### config.mk
export PLATFORM = sky130hd
export DESIGN_NAME = shp_out_queue
export DESIGN_NICKNAME = d
export VERILOG_FILES = /design/src/hw/rtl/shp_pkg.sv /design/src/hw/rtl/shp_out_queue.sv
export SDC_FILE = /design/constraint.sdc
export NUM_CORES = 1
export LEC_CHECK = 0
export ABC_AREA = 1
export BUFFER_PORTS_ARGS = -buffer_cell sky130_fd_sc_hd__clkbuf_2
export CAP_MARGIN = 20
export CORE_ASPECT_RATIO = 0.5
export CORE_MARGIN = 1
export CORE_UTILIZATION = 47
export CTS_CLUSTER_DIAMETER = 60
export DETAILED_ROUTE_END_ITERATION = 10
export HOLD_SLACK_MARGIN = 0.03
export PLACE_DENSITY_LB_ADDON = 0.3
export SETUP_SLACK_MARGIN = 0.4
export SYNTH_ARGS = -nofsm -noshare
export SYNTH_HDL_FRONTEND = slang
export SYNTH_SLANG_ARGS = --single-unit
export TNS_END_PERCENT = 20
### constraint.sdc
create_clock -name clock -period 6.3 [get_ports clock]
set_input_delay 1.89 -clock clock [delete_from_list [all_inputs] [get_ports clock]]
set_output_delay 1.89 -clock clock [all_outputs]
set_load 0.1 [all_outputs]
### src/hw/rtl/shp_pkg.sv
package shp_pkg;

   localparam int MAX_WIDTH    = 1024;
   localparam int MAX_HEIGHT   = 4096;
   localparam int CHAN_W       = 8;
   localparam int PIX_W        = 3 * CHAN_W;
   localparam int COL_W        = 10;
   localparam int ROW_W        = 12;
   localparam int WIDTH_W      = 11;
   localparam int HEIGHT_W     = 13;
   localparam int LINE_ADDR_W  = $clog2(MAX_WIDTH);
   localparam int LINE_W       = 2 * PIX_W;
   localparam int CSR_DATA_W   = 13;
   localparam int CSR_INDEX_W  = 2;
   localparam int NUM_SLOTS    = 4;
   localparam int SLOT_IDX_W   = $clog2(NUM_SLOTS);
   localparam int QUEUE_DEPTH  = 4;
   localparam int QPTR_W       = $clog2(QUEUE_DEPTH);
   localparam int QCNT_W       = $clog2(QUEUE_DEPTH + 1);

   localparam logic [CSR_INDEX_W-1:0] REG_FRAME_WIDTH  = 2'd0;
   localparam logic [CSR_INDEX_W-1:0] REG_FRAME_HEIGHT = 2'd1;

   localparam logic [WIDTH_W-1:0]  FRAME_WIDTH_RESET  = WIDTH_W'(MAX_WIDTH);
   localparam logic [HEIGHT_W-1:0] FRAME_HEIGHT_RESET = HEIGHT_W'(1);

   typedef struct packed {
      logic [CHAN_W-1:0] red;
      logic [CHAN_W-1:0] green;
      logic [CHAN_W-1:0] blue;
      logic [COL_W-1:0]  column;
      logic [ROW_W-1:0]  row;
      logic              done;
   } result_type;

   typedef struct packed {
      logic [NUM_SLOTS-1:0]                mask;
      result_type [NUM_SLOTS-1:0]          slot;
   } bundle_type;

   typedef struct packed {
      logic       valid;
      bundle_type bundle;
   } push_type;

   function automatic logic [CHAN_W-1:0] sharpen_chan(
      input logic [CHAN_W-1:0] ctr,
      input logic [CHAN_W-1:0] up,
      input logic [CHAN_W-1:0] dn,
      input logic [CHAN_W-1:0] lf,
      input logic [CHAN_W-1:0] rt
   );
      logic [CHAN_W+3:0] s;
      logic [CHAN_W-1:0] res;
      s = {2'b00, ctr, 2'b00} + {4'b0000, ctr} - {4'b0000, up} - {4'b0000, dn}
        - {4'b0000, lf} - {4'b0000, rt};
      if (s[CHAN_W+3]) begin
         res = '0;
      end else if (s[CHAN_W+2:CHAN_W] != 3'b000) begin
         res = '1;
      end else begin
         res = s[CHAN_W-1:0];
      end
      return res;
   endfunction

   function automatic logic [PIX_W-1:0] sharpen_pixel(
      input logic [PIX_W-1:0] up,
      input logic [PIX_W-1:0] ctr,
      input logic [PIX_W-1:0] dn,
      input logic [PIX_W-1:0] lf,
      input logic [PIX_W-1:0] rt
   );
      logic [PIX_W-1:0] res;
      for (int k = 0; k < 3; k++) begin
         res[k*CHAN_W +: CHAN_W] = sharpen_chan(ctr[k*CHAN_W +: CHAN_W],
            up[k*CHAN_W +: CHAN_W], dn[k*CHAN_W +: CHAN_W],
            lf[k*CHAN_W +: CHAN_W], rt[k*CHAN_W +: CHAN_W]);
      end
      return res;
   endfunction

endpackage

### src/hw/rtl/shp_out_queue.sv
module shp_out_queue import shp_pkg::*; (
   input  logic              clock,
   input  logic              reset,
   input  push_type          push,
   input  logic              rsp_stall,
   output logic              rsp_valid,
   output result_type        rsp_result,
   output logic [QCNT_W-1:0] count
);

   bundle_type              queue_ff [QUEUE_DEPTH];
   logic [QPTR_W-1:0]       head_ff, head_in, tail_ff, tail_in;
   logic [QCNT_W-1:0]       count_ff, count_in;
   logic [NUM_SLOTS-1:0]    sent_ff, sent_in;
   bundle_type              head;
   logic [NUM_SLOTS-1:0]    remaining, sel_onehot;
   logic [SLOT_IDX_W-1:0]   sel;
   logic                    beat, pop;

   always_comb begin
      head      = queue_ff[head_ff];
      remaining = head.mask & ~sent_ff;
      sel       = '0;
      for (int i = NUM_SLOTS - 1; i >= 0; i--) begin
         if (remaining[i]) begin
            sel = SLOT_IDX_W'(i);
         end
      end
      sel_onehot = NUM_SLOTS'(1) << sel;
      rsp_valid  = (count_ff != '0);
      rsp_result = head.slot[sel];
      beat       = rsp_valid && !rsp_stall;
      pop        = beat && ((remaining & ~sel_onehot) == '0);

      sent_in = sent_ff;
      if (pop) begin
         sent_in = '0;
      end else if (beat) begin
         sent_in = sent_ff | sel_onehot;
      end

      head_in  = pop ? head_ff + QPTR_W'(1) : head_ff;
      tail_in  = push.valid ? tail_ff + QPTR_W'(1) : tail_ff;
      count_in = count_ff + QCNT_W'(push.valid) - QCNT_W'(pop);
   end

   always_ff @(posedge clock) begin
      if (reset) begin
         head_ff  <= '0;
         tail_ff  <= '0;
         count_ff <= '0;
         sent_ff  <= '0;
      end else begin
         head_ff  <= head_in;
         tail_ff  <= tail_in;
         count_ff <= count_in;
         sent_ff  <= sent_in;
      end
   end

   always_ff @(posedge clock) begin
      if (push.valid) begin
         queue_ff[tail_ff] <= push.bundle;
      end
   end

   assign count = count_ff;

   a_no_overflow: assert property (@(posedge clock) disable iff (reset)
      push.valid |-> ((count_ff != QCNT_W'(QUEUE_DEPTH)) || pop))
      else $error("result queue overflow");

   a_head_has_work: assert property (@(posedge clock) disable iff (reset)
      rsp_valid |-> (remaining != '0))
      else $error("queued bundle has no beat left");

   a_pop_clears_sent: assert property (@(posedge clock) disable iff (reset)
      pop |=> (sent_ff == '0))
      else $error("sent mask not cleared after bundle retired");

endmodule

==> run_results.csv <==
group,metric,value,unit
placement,gp_congestion,0.752,
floorplan,die-area,0.0649,sq mm
sta,worst_pin_slew,1.36,ns
hold_path,min_path_type,"flop to flop",
power_and_ir_drop,p_sw_frac,0.320,
routing,drtIter0Drc,1718,
finish,num-nets-final,2627,
clock_network,cts_tree,"done",
clock_network,cts.sinks,781,
finish,multiInputGateArea,0.00595,sq mm
grt,antenna_found_initial,11,
power_and_ir_drop,power.density,384,mW/mm^2
sta,min_period,5.62,ns
logic_synthesis,synth.distinct_cells,25,
power_and_ir_drop,intPower,9.10,mW
sta,final_max_slew_viol_count,0,
critical_path,path_max_fanout,102,
finish,syn_to_final_growth,16.1,%
power_and_ir_drop,total_power,13.4,mW
sta,max_freq,178,MHz
floorplan,die_x,359,um
run_status,outcome,"complete, no violations",
placement,placedInstanceArea,0.0327,sq mm
sta,tns,0,ns
critical_path,path_class,"flop to primary output",
clock_network,h-tree-depth,3,
finish,fin_area,0.0348,sq mm
clock_network,holdBufCountCts,0,
critical_path,crit_arrival,3.73,ns
logic_synthesis,synth_top_area_share,0.769,
power_and_ir_drop,leakage,12.0,nW
sta,timing.clock.skew,0.0161,ns
grt,grt_pass1_wl,105000,um
sta,rsz0062_at_grt,"no",
clock_network,post_cts_resized,0,
routing,ant_nets,0,
sta,maxSlewHeadroom,0.0925,
power_and_ir_drop,p_comb_frac,0.255,
grt,grt_pass1_vias,18300,
floorplan,rows,65,
critical_path,critPathLaunchType,"flop",
critical_path,cp-end-kind,"primary output",
floorplan,ioPinCount,247,
sta,hold_viol_final,0,
clock_network,clockBufferDepth,3,
routing,firstDrtPassIters,5,
routing,drc_errors,0,
power_and_ir_drop,switching_power,4.28,mW
power_and_ir_drop,max-vdd-ir-drop,255,uV
sta,setup-violations-final,0,
logic_synthesis,syn-instance-count,2224,
placement,place.port_buffers,246,
finish,final_cells,3321,
floorplan,coreArea,0.0630,sq mm
logic_synthesis,syn_nets,2427,
clock_network,numCtsBuffers,69,
placement,place_inst,3189,
logic_synthesis,syn-cell-area,0.0300,sq mm
logic_synthesis,ys_seq_area_frac,0.777,
routing,routed_via_density,5.58,
logic_synthesis,yosysTopAreaCell,"edfxtp_1",
logic_synthesis,synth_area_leaders,"edfxtp_1 (77%), o21ai_0 (6.3%), nor2_1 (4.8%)",
logic_synthesis,synth-seq-cells,781,
power_and_ir_drop,clockPowerShare,0.296,
floorplan,initial_core_util,0.476,
grt,grt_util_all_layers,0.209,
clock_network,worstSkewPairLatency,0.59,ns
finish,layout_commonest_cell,"edfxtp_1",
logic_synthesis,postSynthAreaPerCell,13.5,sq um
routing,vias,18500,
finish,seq_area,0.0233,sq mm
critical_path,critical_path_required,4.41,ns
routing,drt_wl_total,68800,um
routing,drt-wirelength-per-cell,20.7,um
logic_synthesis,ys.warnings.count,0,
power_and_ir_drop,p_seq_frac,0.448,
clock_network,postCtsSetupBuffers,0,
finish,layout_common_cells,"edfxtp_1 (768), nor2_1 (385), o21ai_0 (377)",
run,drv_cap,0,
clock_network,cts_root_buf,"clkbuf_16",
finish,drive_gt1_frac,0.152,
finish,nFillCells,5066,
floorplan,die_y,181,um
sta,hold_slack,0.471,ns
grt,grt_overflow,0,
grt,grt_max_degree,259,
clock_network,clk_pin_slew_worst_paths,0.07,ns
placement,hpwl,36900,um
sta,period_share,0.892,
-- synth_stat cells (all sizes together) --
master,instances
a21oi,9
nand4,50
fa,1
a31oi,1
o22ai,188
edfxtp,768
inv,34
and3,1
dfxtp,13
buf,36
nand3,6
nand2,231
xor2,3
o21a,1
clkbuf,110
o21ai,380
nor2,386
ha,6
-- final timing paths --
| path | cells past startpoint | startpoint | slack, ns | to |
|---|---|---|---|---|
| setup / recovery | 7 | flop | 0.68 | rsp_result[12] |
| hold / removal | 2 | sent_ff[0] | 0.47 | sent_ff[0] |
| setup reg to reg | 14 | flop | 2.96 | count[2] |
| hold reg to reg | 2 | sent_ff[0] | 0.47 | sent_ff[0] |
-- metrics by stage --
stage | util | setup WS (ns)
floorplan | - | 0.146
global placement | 0.519 | 1.37
detailed placement | 0.519 | 1.36
CTS | 0.552 | 0.680
global route | 0.553 | 0.439
finish | 0.553 | 0.681
-- cell families after synthesis --
kind of cell               Yosys count  share of synthesized area
AOI/OAI and AO/OA                  579                      0.105
xor gates and xnor gates             3                   0.000876
adders and majority gates            7                    0.00317
buffers and inverters              180                     0.0248
DFF                                781                      0.777
and+or+nand+nor                    674                     0.0889
-- final cells by class --
class | count | area share
Antenna cell | 11 | 0.000790
Clock buffer | 94 | 0.0535
Clock inverter | 26 | 0.00571
Inverter | 34 | 0.00478
Multi-Input combinational cell | 1263 | 0.171
Sequential cell | 781 | 0.670
Tap cell | 837 | 0.0301
Timing Repair Buffer | 275 | 0.0646
-- power groups by stage --
stage               Combinational [mW]  Clock (mW)  Sequential [mW]
floorplan                         2.10           0             6.17
global placement                  3.41           0             6.10
detailed placement                3.43           0             6.11
CTS                               3.43        4.03             5.99
global route                      3.58        4.23             6.01
finish                            3.42        3.96             5.99
-- metal layers --
layer	track usage	part of all wire	vias to the layer above
li1	-	-	8659
met1	0.279	0.43	9282
met2	0.354	0.50	514
met3	0.0317	0.048	90
met4	0.0659	0.020	0
met5	0	0	-
-- registers in the layout, indices dropped and copies added (netlist names), named ones only --
name / count
tail_ff: 2
queue_ff: 768
sent_ff: 4
count: 3
head_ff: 2
-- critical path, cell delays in order (launching register included) --
cell and delay (ns):
dfxtp_4 0.39, buf_4 0.75, buf_4 0.89, o21ai_0 0.23, o22ai_1 0.25, nand2_1 0.08, nand4_1 0.20, buf_12 0.20
No activity file was read; power rests on OpenSTA's default activity.
